===== src/rtl/acfp_pkg.sv =====
// ----------------------------------------------------------------------------
// acfp_pkg
// Shared types, constants and helpers of the ASCII command frame parser.
// ----------------------------------------------------------------------------
package acfp_pkg;

	localparam int unsigned BUFFER_BYTES_DEF = 64;
	localparam int unsigned ACTION_CHARS_DEF = 4;
	localparam int unsigned QUEUE_DEPTH      = 2;
	localparam int unsigned QUEUE_LEVEL_W    = $clog2(QUEUE_DEPTH + 1);

	localparam logic [7:0] FRAME_START = 8'h40;
	localparam logic [7:0] FIELD_SEP   = 8'h2c;
	localparam logic [7:0] MISSING     = 8'hff;

	localparam logic [7:0] TERMINATOR_RESET   = 8'd10;
	localparam logic [2:0] ACTION_LIMIT_RESET = 3'd4;

	localparam logic CFG_TERMINATOR   = 1'b0;
	localparam logic CFG_ACTION_LIMIT = 1'b1;

	localparam logic [2:0] FIELD_ADDR   = 3'd0;
	localparam logic [2:0] FIELD_ACTION = 3'd1;
	localparam logic [2:0] FIELD_ARG    = 3'd2;
	localparam logic [2:0] FIELD_CHECK  = 3'd3;
	localparam logic [2:0] FIELD_EXTRA  = 3'd4;

	localparam logic [1:0] STATUS_VALID    = 2'd0;
	localparam logic [1:0] STATUS_MISMATCH = 2'd1;
	localparam logic [1:0] STATUS_NO_COMMA = 2'd2;

	typedef enum logic [1:0] {
		KIND_START = 2'd0,
		KIND_TERM  = 2'd1,
		KIND_COMMA = 2'd2,
		KIND_OTHER = 2'd3
	} kind_t;

	typedef struct packed {
		kind_t      kind;
		logic       is_hex;
		logic [3:0] digit;
		logic [7:0] data;
		logic [2:0] lim;
	} item_t;

	typedef struct packed {
		logic [7:0]  address;
		logic [31:0] action_text;
		logic [2:0]  action_length;
		logic [15:0] argument;
		logic [7:0]  received_check;
		logic [7:0]  computed_check;
		logic [1:0]  status;
	} result_t;

	function automatic logic [4:0] hex_decode(input logic [7:0] b);
		logic [4:0] r;
		r = 5'h10;
		if (b >= 8'h30 && b <= 8'h39) begin
			r = {1'b0, 4'(b - 8'h30)};
		end else if (b >= 8'h61 && b <= 8'h66) begin
			r = {1'b0, 4'(b - 8'h61 + 8'd10)};
		end else if (b >= 8'h41 && b <= 8'h46) begin
			r = {1'b0, 4'(b - 8'h41 + 8'd10)};
		end
		return r;
	endfunction

endpackage


===== src/rtl/ascii_command_frame_parser.sv =====
// ----------------------------------------------------------------------------
// ascii_command_frame_parser
// Parses '@addr,action,arg,check' frames from a byte stream into results.
// ----------------------------------------------------------------------------
// The block takes one byte per cycle and sustains that rate indefinitely as
// long as results are taken; a frame's terminator byte is first registered in
// the two-entry byte queue, and the back end registers the result when it pops
// that byte from the queue. The input stalls only when the result register is
// held by the downstream side and the queue has filled behind it.
module ascii_command_frame_parser #(
	parameter int unsigned BUFFER_BYTES = acfp_pkg::BUFFER_BYTES_DEF,
	parameter int unsigned ACTION_CHARS = acfp_pkg::ACTION_CHARS_DEF
) (
	input  logic        clk,
	input  logic        arst_n,
	input  logic        cfg_valid,
	output logic        cfg_ready,
	input  logic        cfg_index,
	input  logic [7:0]  cfg_data,
	input  logic        in_valid,
	output logic        in_ready,
	input  logic [7:0]  rx_byte,
	output logic        out_valid,
	input  logic        out_ready,
	output logic [7:0]  address,
	output logic [31:0] action_text,
	output logic [2:0]  action_length,
	output logic [15:0] argument,
	output logic [7:0]  received_check,
	output logic [7:0]  computed_check,
	output logic [1:0]  status
);
	import acfp_pkg::*;

	item_t                    item;
	item_t                    head;
	logic                     full;
	logic                     empty;
	logic                     q_pop;
	logic [QUEUE_LEVEL_W-1:0] q_level;
	result_t                  res;

	assign in_ready = !full;

	acfp_front #(
		.ACTION_CHARS(ACTION_CHARS)
	) u_front (
		.clk(clk),
		.arst_n(arst_n),
		.cfg_valid(cfg_valid),
		.cfg_ready(cfg_ready),
		.cfg_index(cfg_index),
		.cfg_data(cfg_data),
		.rx_byte(rx_byte),
		.item(item)
	);

	acfp_queue u_queue (
		.clk(clk),
		.arst_n(arst_n),
		.push(in_valid && in_ready),
		.push_item(item),
		.full(full),
		.pop(q_pop),
		.empty(empty),
		.head(head),
		.level(q_level)
	);

	acfp_back #(
		.BUFFER_BYTES(BUFFER_BYTES)
	) u_back (
		.clk(clk),
		.arst_n(arst_n),
		.empty(empty),
		.head(head),
		.pop(q_pop),
		.out_valid(out_valid),
		.out_ready(out_ready),
		.res(res)
	);

	assign address        = res.address;
	assign action_text    = res.action_text;
	assign action_length  = res.action_length;
	assign argument       = res.argument;
	assign received_check = res.received_check;
	assign computed_check = res.computed_check;
	assign status         = res.status;

`ifndef SYNTHESIS
	a_queue_bound: assert property (@(posedge clk) disable iff (!arst_n)
		q_level <= QUEUE_LEVEL_W'(QUEUE_DEPTH))
		else $error("Byte queue holds more entries than its depth.");

	a_pop_nonempty: assert property (@(posedge clk) disable iff (!arst_n)
		q_pop |-> q_level != '0)
		else $error("Byte queue popped while empty.");

	a_no_comma: assert property (@(posedge clk) disable iff (!arst_n)
		out_valid && status == STATUS_NO_COMMA |-> address == MISSING && action_length == '0)
		else $error("Frame without a comma reports fields.");

	a_valid_check: assert property (@(posedge clk) disable iff (!arst_n)
		out_valid && status == STATUS_VALID |-> received_check == computed_check)
		else $error("Valid status with differing check values.");
`endif

endmodule


===== src/rtl/acfp_front.sv =====
// ----------------------------------------------------------------------------
// acfp_front
// Holds the configuration registers and classifies each received byte.
// ----------------------------------------------------------------------------
module acfp_front #(
	parameter int unsigned ACTION_CHARS = acfp_pkg::ACTION_CHARS_DEF
) (
	input  logic                clk,
	input  logic                arst_n,
	input  logic                cfg_valid,
	output logic                cfg_ready,
	input  logic                cfg_index,
	input  logic [7:0]          cfg_data,
	input  logic [7:0]          rx_byte,
	output acfp_pkg::item_t     item
);
	import acfp_pkg::*;

	localparam logic [2:0] ACT_MAX = (ACTION_CHARS < 4) ? 3'(ACTION_CHARS) : 3'd4;

	logic [7:0] terminator_q;
	logic [2:0] action_limit_q;
	logic [4:0] hex;

	assign cfg_ready = 1'b1;

	always_ff @(posedge clk or negedge arst_n) begin
		if (!arst_n) begin
			terminator_q   <= TERMINATOR_RESET;
			action_limit_q <= ACTION_LIMIT_RESET;
		end else if (cfg_valid && cfg_ready) begin
			case (cfg_index)
				CFG_TERMINATOR:   terminator_q   <= cfg_data;
				CFG_ACTION_LIMIT: action_limit_q <= cfg_data[2:0];
				default: ;
			endcase
		end
	end

	assign hex = hex_decode(rx_byte);

	always_comb begin
		item.data   = rx_byte;
		item.is_hex = ~hex[4];
		item.digit  = hex[3:0];
		item.lim    = (action_limit_q < ACT_MAX) ? action_limit_q : ACT_MAX;
		if (rx_byte == FRAME_START) begin
			item.kind = KIND_START;
		end else if (rx_byte == terminator_q) begin
			item.kind = KIND_TERM;
		end else if (rx_byte == FIELD_SEP) begin
			item.kind = KIND_COMMA;
		end else begin
			item.kind = KIND_OTHER;
		end
	end

endmodule


===== src/rtl/acfp_queue.sv =====
// ----------------------------------------------------------------------------
// acfp_queue
// Short first-in first-out queue of classified bytes between front and back.
// ----------------------------------------------------------------------------
module acfp_queue (
	input  logic                                 clk,
	input  logic                                 arst_n,
	input  logic                                 push,
	input  acfp_pkg::item_t                      push_item,
	output logic                                 full,
	input  logic                                 pop,
	output logic                                 empty,
	output acfp_pkg::item_t                      head,
	output logic [acfp_pkg::QUEUE_LEVEL_W-1:0]   level
);
	import acfp_pkg::*;

	localparam int unsigned PTR_W = (QUEUE_DEPTH > 1) ? $clog2(QUEUE_DEPTH) : 1;
	localparam logic [PTR_W-1:0] LAST = PTR_W'(QUEUE_DEPTH - 1);

	item_t                    mem_q [QUEUE_DEPTH];
	logic [PTR_W-1:0]         wr_ptr_q;
	logic [PTR_W-1:0]         rd_ptr_q;
	logic [QUEUE_LEVEL_W-1:0] level_q;

	assign full  = (level_q == QUEUE_LEVEL_W'(QUEUE_DEPTH));
	assign empty = (level_q == '0);
	assign head  = mem_q[rd_ptr_q];
	assign level = level_q;

	always_ff @(posedge clk) begin
		if (push) begin
			mem_q[wr_ptr_q] <= push_item;
		end
	end

	always_ff @(posedge clk or negedge arst_n) begin
		if (!arst_n) begin
			wr_ptr_q <= '0;
			rd_ptr_q <= '0;
			level_q  <= '0;
		end else begin
			if (push) begin
				wr_ptr_q <= (wr_ptr_q == LAST) ? '0 : wr_ptr_q + 1'b1;
			end
			if (pop) begin
				rd_ptr_q <= (rd_ptr_q == LAST) ? '0 : rd_ptr_q + 1'b1;
			end
			if (push && !pop) begin
				level_q <= level_q + 1'b1;
			end else if (pop && !push) begin
				level_q <= level_q - 1'b1;
			end
		end
	end

endmodule


===== src/rtl/acfp_back.sv =====
// ----------------------------------------------------------------------------
// acfp_back
// Runs the frame state for each queued byte and holds the result register.
// ----------------------------------------------------------------------------
module acfp_back #(
	parameter int unsigned BUFFER_BYTES = acfp_pkg::BUFFER_BYTES_DEF
) (
	input  logic              clk,
	input  logic              arst_n,
	input  logic              empty,
	input  acfp_pkg::item_t   head,
	output logic              pop,
	output logic              out_valid,
	input  logic              out_ready,
	output acfp_pkg::result_t res
);
	import acfp_pkg::*;

	localparam int unsigned CNT_W = $clog2(BUFFER_BYTES);

	logic              in_frame_q;
	logic [CNT_W-1:0]  byte_count_q;
	logic [2:0]        field_q;
	logic              stopped_q;
	logic [7:0]        addr_q;
	logic [31:0]       act_q;
	logic [2:0]        act_cnt_q;
	logic [15:0]       arg_q;
	logic [7:0]        chk_q;
	logic [7:0]        sum_q;
	logic [7:0]        sum_last_q;
	logic              out_valid_q;
	result_t           res_q;

	logic [CNT_W:0]    cnt_next;
	logic              overflow;
	logic              emit;
	result_t           res_d;

	assign pop       = !empty && (!out_valid_q || out_ready);
	assign cnt_next  = {1'b0, byte_count_q} + 1'b1;
	assign overflow  = (cnt_next >= (CNT_W + 1)'(BUFFER_BYTES));
	assign emit      = pop && in_frame_q && !overflow && (head.kind == KIND_TERM);
	assign out_valid = out_valid_q;
	assign res       = res_q;

	always_comb begin
		res_d.address        = (field_q >= FIELD_ACTION) ? addr_q : MISSING;
		res_d.action_text    = (field_q >= FIELD_ARG) ? act_q : '0;
		res_d.action_length  = (field_q >= FIELD_ARG) ? act_cnt_q : '0;
		res_d.argument       = (field_q >= FIELD_CHECK) ? arg_q : {8'h00, MISSING};
		res_d.received_check = (field_q >= FIELD_CHECK) ? chk_q : MISSING;
		res_d.computed_check = (field_q >= FIELD_ACTION) ? sum_last_q : 8'h00;
		if (field_q == FIELD_ADDR) begin
			res_d.status = STATUS_NO_COMMA;
		end else if (res_d.received_check == sum_last_q) begin
			res_d.status = STATUS_VALID;
		end else begin
			res_d.status = STATUS_MISMATCH;
		end
	end

	always_ff @(posedge clk) begin
		if (emit) begin
			res_q <= res_d;
		end
	end

	always_ff @(posedge clk or negedge arst_n) begin
		if (!arst_n) begin
			out_valid_q <= 1'b0;
		end else if (emit) begin
			out_valid_q <= 1'b1;
		end else if (out_ready) begin
			out_valid_q <= 1'b0;
		end
	end

	always_ff @(posedge clk or negedge arst_n) begin
		if (!arst_n) begin
			in_frame_q   <= 1'b0;
			byte_count_q <= '0;
			field_q      <= FIELD_ADDR;
			stopped_q    <= 1'b0;
			addr_q       <= '0;
			act_q        <= '0;
			act_cnt_q    <= '0;
			arg_q        <= '0;
			chk_q        <= '0;
			sum_q        <= '0;
			sum_last_q   <= '0;
		end else if (pop) begin
			if (head.kind == KIND_START) begin
				in_frame_q   <= 1'b1;
				byte_count_q <= CNT_W'(1);
				field_q      <= FIELD_ADDR;
				stopped_q    <= 1'b0;
				addr_q       <= '0;
				act_q        <= '0;
				act_cnt_q    <= '0;
				arg_q        <= '0;
				chk_q        <= '0;
				sum_q        <= FRAME_START;
				sum_last_q   <= '0;
			end else if (in_frame_q) begin
				if (overflow || head.kind == KIND_TERM) begin
					in_frame_q <= 1'b0;
				end else begin
					byte_count_q <= cnt_next[CNT_W-1:0];
					if (head.kind == KIND_COMMA) begin
						sum_last_q <= sum_q;
						sum_q      <= sum_q + FIELD_SEP;
						stopped_q  <= 1'b0;
						if (field_q < FIELD_EXTRA) begin
							field_q <= field_q + 1'b1;
						end
					end else begin
						sum_q <= sum_q + head.data;
						if (field_q == FIELD_ACTION) begin
							if (act_cnt_q < head.lim) begin
								act_q[{act_cnt_q[1:0], 3'b000} +: 8] <= head.data;
								act_cnt_q <= act_cnt_q + 1'b1;
							end
						end else if (field_q <= FIELD_CHECK && !stopped_q) begin
							if (!head.is_hex) begin
								stopped_q <= 1'b1;
							end else begin
								case (field_q)
									FIELD_ADDR:  addr_q <= {addr_q[3:0], head.digit};
									FIELD_ARG:   arg_q  <= {arg_q[11:0], head.digit};
									FIELD_CHECK: chk_q  <= {chk_q[3:0], head.digit};
									default: ;
								endcase
							end
						end
					end
				end
			end
		end
	end

endmodule


===== config.mk =====
export PLATFORM = sky130hd
export DESIGN_NAME = ascii_command_frame_parser
export DESIGN_NICKNAME = d
export VERILOG_FILES = /design/src/rtl/acfp_pkg.sv /design/src/rtl/ascii_command_frame_parser.sv /design/src/rtl/acfp_front.sv /design/src/rtl/acfp_queue.sv /design/src/rtl/acfp_back.sv
export SDC_FILE = /design/constraint.sdc
export NUM_CORES = 1
export LEC_CHECK = 0
export BUFFER_PORTS_ARGS = -buffer_cell sky130_fd_sc_hd__buf_2
export CAP_MARGIN = 20
export CORE_UTILIZATION = 40
export DETAILED_ROUTE_END_ITERATION = 7
export GPL_TIMING_DRIVEN = 0
export MAX_ROUTING_LAYER = met4
export PLACE_DENSITY = 0.64
export SETUP_SLACK_MARGIN = 0.05
export SKIP_CTS_REPAIR_TIMING = 1
export SLEW_MARGIN = 10
export SYNTH_ARGS = -nofsm -noshare
export SYNTH_HDL_FRONTEND = slang
export SYNTH_SLANG_ARGS = --single-unit

===== constraint.sdc =====
create_clock -name clk -period 11.05 [get_ports clk]
set_input_delay 1.6575 -clock clk [delete_from_list [all_inputs] [get_ports clk]]
set_output_delay 1.6575 -clock clk [all_outputs]
set_load 0.03 [all_outputs]

**Yosys cells after proc, flatten, opt, wreduce, memory -nomap -nowiden**

Memories as Yosys holds them, arrays and structs flattened.
Index checks and enable logic that the tools add are counted.

- $add $sub $neg: 15
- $lt $le $gt $ge: 14
- Equality and inequality tests: 15
- Shifts and indexed selects: 2
- Mux-type cells: 80
- Bitwise logic cells: 2
- Reductions and logical operators: 46

Operators with widths:

| cell | count |
|---|---|
| $mux 8 | 25 |
| $mux 32 | 6 |
| $mux 16 | 8 |
| $mux 3 | 12 |
| $bwmux 32 | 1 |
| $shift 8x7->32 const A | 1 |
| $shiftx 8x7->32 | 1 |
| $reduce_and 8->1 | 3 |
| $reduce_bool 2->1 | 12 |
| $mux 1 | 18 |
| $mux 6 | 3 |
| $eq 8x8->1 | 2 |
| $ge 8x7->1 const B | 2 |
| $le 8x7->1 const B | 2 |
| $mux 5 | 3 |
| $reduce_and 6->1 | 2 |
| $sub 4x1->4 const B | 3 |
| $logic_and 1x1->1 | 11 |
| $add 4x4->4 const B | 2 |
| $add 8x6->8 const B | 1 |
| $add 8x8->8 | 1 |
| $eq 8x6->1 const B | 1 |
| $eq 8x7->1 const B | 1 |
| $ge 8x6->1 const B | 1 |
| 31 further kinds | 52 |

- Register bits after elaboration: 187
- Memory bits (writable): 36
- Bits of input ports: 22
- Output and inout port bits: 80
- Word-level logic and storage cells: 199
- Memories kept: 1

Memory list:

| name | words | width | read ports | clocked after Yosys merged registers in | wr ports | RTL line | text |
|---|---|---|---|---|---|---|---|
| u_queue.mem_q | 2 | 18 | 1 | 0 | 1 | acfp_queue.sv:21 | `item_t mem_q [QUEUE_DEPTH];` |

**Depth between registers and ports, before layout**

- Depth in word-level cells: 9
- Gate-level depth with buffers: 12
- Depth with buffers taken out: 10

**By module**

From an unflattened synthesis, not the netlist that was laid out.

- Cells, all modules: 814
- Area total of the unflattened synthesis: 10169.8 um2

Modules (own cells, without submodules):

| module | times used | cells an instance | area an instance (um2) | seq. area each (um2) |
|---|---|---|---|---|
| acfp_back | 1 | 663 | 7797.5 | 4689.5 |
| acfp_queue | 1 | 72 | 1535.2 | 1181.1 |
| acfp_front | 1 | 77 | 827.0 | 279.0 |
| ascii_command_frame_parser | 1 | 2 | 10.0 | 0.0 |

**Worst setup path before layout**

OpenSTA, ideal clock, no wires.

- Path kind: input to register
- Start point: input out_ready
- End point: register u_back.res_q, in the netlist u_back.res[0], enable pin
- Setup time: 0.701 ns
- Arrival: 9.606 ns
- Required time: 10.349 ns
- Setup slack: 0.743 ns
- Stages on the path: 4
- Buffers on the path: 1
- Cell sequence: nand2b_1 > o21ai_0 > clkbuf_1 > nor4_1

- Longest elaborated chain between the ends: 5

Ends and longest elaborated chain:

| element | RTL line | text |
|---|---|---|
| start: declaration | ascii_command_frame_parser.sv:24 | `input logic out_ready,` |
| $logic_or 1x1->1 | acfp_back.sv:40 | `assign pop = !empty && (!out_valid_q \|\| out_ready);` |
| $logic_and 1x1->1 | acfp_back.sv:40 |  |
| $logic_and 1x1->1 (3 in series) | acfp_back.sv:43 | `assign emit = pop && in_frame_q && !overflow && (head.kind == KIND_TERM);` |
| named net u_back.emit | acfp_back.sv:37 | `logic emit;` |
| end signal: assignment | acfp_back.sv:65 | `res_q <= res_d;` |
| end: declaration | acfp_back.sv:33 | `result_t res_q;` |

The timed path passes the listed nets, and every way through them passes these cells.
A chain may end at the register's enable or synchronous reset.

**Final worst setup path**

- Start point: input out_ready
- End point: register u_back.res_q, in the netlist u_back.res[11], enable pin

Same word-level chain as after synthesis.

==> flow_summary.ini <==
[clocking]
cts-buffers-inserted = 24
path_clk_slew_ns = 0.06
clkLatencyLatePin_ns = 0.51
clock_sinks = 223
cts_tree = built
clockBufferDepth = 3
cts-root-buf = clkbuf_16
htreeDepth = 1

[grt]
gr-total-overflow = 0
grt_pass1_wl_um = 31000
grt_usage_pct = 16.3
grt_pass1_vias = 6064
antenna_found_initial = 0
grt_max_degree = 61

[yosys]
ys_seq_area_share_pct = 63.3
synth_cells = 781
yosysUniqueCellTypes = 58
syn_avg_cell_area_um2 = 12.4
synth_area_um2 = 9720
synth_warnings = 0
synth_edf_count = 113
syn_nets = 830
ys_seq_elements = 223
async_flop_share_pct = 49.3
synthFlopType = edfxtp_1

[status]
outcome = complete, no violations

[flow_run]
max_cap_viol_count = 0

[routing]
ant_nets = 0
drt-wirelength-per-cell_um = 15.3
via_per_inst = 4.93
via_count = 6195
drc_errors = 0
drt_iter0_drc = 245
drt-pass1-iter-count = 4
wirelength_um = 19300

[hold_path]
whs_endpoint = u_back.act_q[29]
hold_start = u_back.act_q[29]
min_path_cells = 2
hp-class = flip-flop to flip-flop

[sta]
drv_slew = 0
worst_slew_pin_slew_ns = 1.02
finalSetupViolCount = 0
period_minus_slack_ns = 3.88
min_period_over_period_pct = 35.1
hold_slack_ns = 0.471
hold_viol_final = 0
max_slew_margin_pct = 31.2
rsz0062_at_grt = no
clock.fmax_mhz = 258
final.setup.tns_ns = 0
fin_worst_skew_ns = 0.00974

[pwr]
clockPowerShare_pct = 27.5
p_per_area_nw_per_um2 = 244
switchingPower_uw = 950
vdd_drop_max_v = 0.000115
p_leak_uw = 0.00481
p_seq_share_pct = 41.2
p_int_uw = 1860
switching_share_pct = 33.8
combPwrFrac_pct = 31.3

[worst_setup_path]
crit_fanout = 10
reg2reg_setup_slack_ns = 7.47
cp_data_required_time_ns = 11.27
timing.rr.end = u_back.sum_q[7]
critPathKind = primary input to flip-flop
end_kind = flip-flop
arrival_ns = 4.09
ff2ff_path_depth = 12
timing.rr.start = u_queue.rd_ptr_q
worstSetupStartpointType = primary input

[cells_and_area]
areaGrowthSynthToFinish_pct = 18.6
fin_nets = 969
antenna_cells = 0
drive_gt1_share_pct = 24.7

[floorplanning]
core_region_area_um2 = 23700
num_rows = 56
die_width_um = 158
die_area_um2 = 24900
start_util_pct = 41.0
pin_count = 102
die_y_um = 158

[placed_design]
dpl.hpwl_um = 13700
gp_congestion = 0.820
portBuffers = 100
-- sequential cells by signal, summed over array words and instances, names as in the netlist --
signal / cells
u_back.act_cnt_q: 3
u_back.act_q: 32
u_back.addr_q: 8
u_back.arg_q: 16
u_back.byte_count_q: 6
u_back.chk_q: 8
u_back.field_q: 3
u_back.in_frame_q: 1
u_back.out_valid: 1
u_back.res: 77
u_back.stopped_q: 1
u_back.sum_last_q: 8
u_back.sum_q: 8
u_front.action_limit_q: 3
u_front.terminator_q: 8
u_queue.level: 2
u_queue.mem_q: 36
u_queue.rd_ptr_q: 1
u_queue.wr_ptr_q: 1
-- per-layer routing --
metal	GRT usage (%)	up-vias	routed length [um]	share of wire, %
met4	4.85	0	383	2.0
met2	25.8	122	8990	47
met3	2.41	32	937	4.9
met5	-	-	0	0
li1	-	3048	-	-
met1	21.7	2993	8940	46
-- cells in the mapped netlist, types with 7 or more instances --
library cell	n	area (um2)
o21ai_2	8	70.1
mux2_2	32	360
nor2b_1	48	300
a22o_1	10	87.6
dfrtp_1	107	2680
mux2i_1	12	120
nand2_1	60	225
or2_2	25	156
edfxtp_1	113	3390
xor2_1	15	131
xnor2_1	13	114
nand3_1	31	155
a21oi_1	14	70.1
o21ai_0	55	275
o211ai_1	7	52.6
inv_1	41	154
clkbuf_1	22	82.6
nor2_1	44	165
o31ai_1	8	60.1
ha_1	26	325
nand2b_1	8	50.1
a21o_1	7	52.6
-- through the flow --
step / util [%] / cells / power [uW] / worst slack [ns] / area [um2]
6_report: 48.7 / 1257 / 2810 / 7.17 / 11500
5_1_grt: 48.7 / 1257 / 2990 / 6.93 / 11500
4_1_cts: 48.7 / 1257 / 2840 / 7.15 / 11500
3_5_place_dp: 45.4 / 1213 / 2060 / 6.63 / 10800
3_3_place_gp: 44.8 / 1200 / 2030 / -2.78 / 10600
2_1_floorplan: - / 781 / 1800 / 0.743 / 9720
-- cells by family after synthesis --
kind of cell / share of synthesized area [%]
other cells: 0.0386
buf+inv: 2.83
simple gates: 13.6
xor+xnor: 2.52
mux: 5.32
fa+ha+maj: 3.55
flops: 63.3
compound gates: 8.91
-- final cells by class --
class,count,area (um2)
flip-flops and latches,223,6150
clock inverters,14,120
plain buffers,28,121
clock buffers,30,644
inverters,41,154
multi-input cells,489,3310
well taps,319,399
repair buffers,113,628
fillers,2202,12200
-- power groups by stage --
stage,sequential [uW],combinational [uW],clock [uW]
finish,1160,878,774
global route,1180,987,823
CTS,1160,889,791
detailed placement,1170,882,0
global placement,1180,854,0
floorplan,1170,632,0
-- worst max-delay path by stage --
| stage | start | end | slack, ns | depth (start not counted) |
|---|---|---|---|---|
| floorplan | out_ready | u_back.res[0] | 0.74 | 4 |
| global placement | out_ready | u_back.res[7] | -2.78 | 5 |
| detailed placement | out_ready | u_back.res[6] | 6.63 | 10 |
| CTS | out_ready | u_back.res[11] | 7.15 | 10 |
| global route | out_ready | u_back.res[6] | 6.93 | 10 |
| finish | out_ready | u_back.res[11] | 7.17 | 10 |
-- worst max-delay path, cell delays in order --
cell and delay [ns]:
buf_2 0.07, nand2b_1 0.15, o21ai_0 0.27, clkbuf_1 0.31, nor4_2 0.57, buf_2 0.32
buf_4 0.20, buf_4 0.18, buf_4 0.18, buf_4 0.18
-- layout by cell type, fill, tap and decap left out, types with 25 or more instances in the layout --
master | netlist | layout
dfrtp_1 | 107 | 107
nor2_1 | 44 | 43
buf_2 | 1 | 103
or2_2 | 25 | 25
nand2_1 | 60 | 60
clkbuf_1 | 22 | 27
inv_1 | 41 | 41
nor2b_1 | 48 | 48
mux2_2 | 32 | 32
nand3_1 | 31 | 31
clkbuf_16 | 0 | 25
edfxtp_1 | 113 | 113
o21ai_0 | 55 | 55
ha_1 | 26 | 26
No activity file was read; power rests on OpenSTA's default activity.
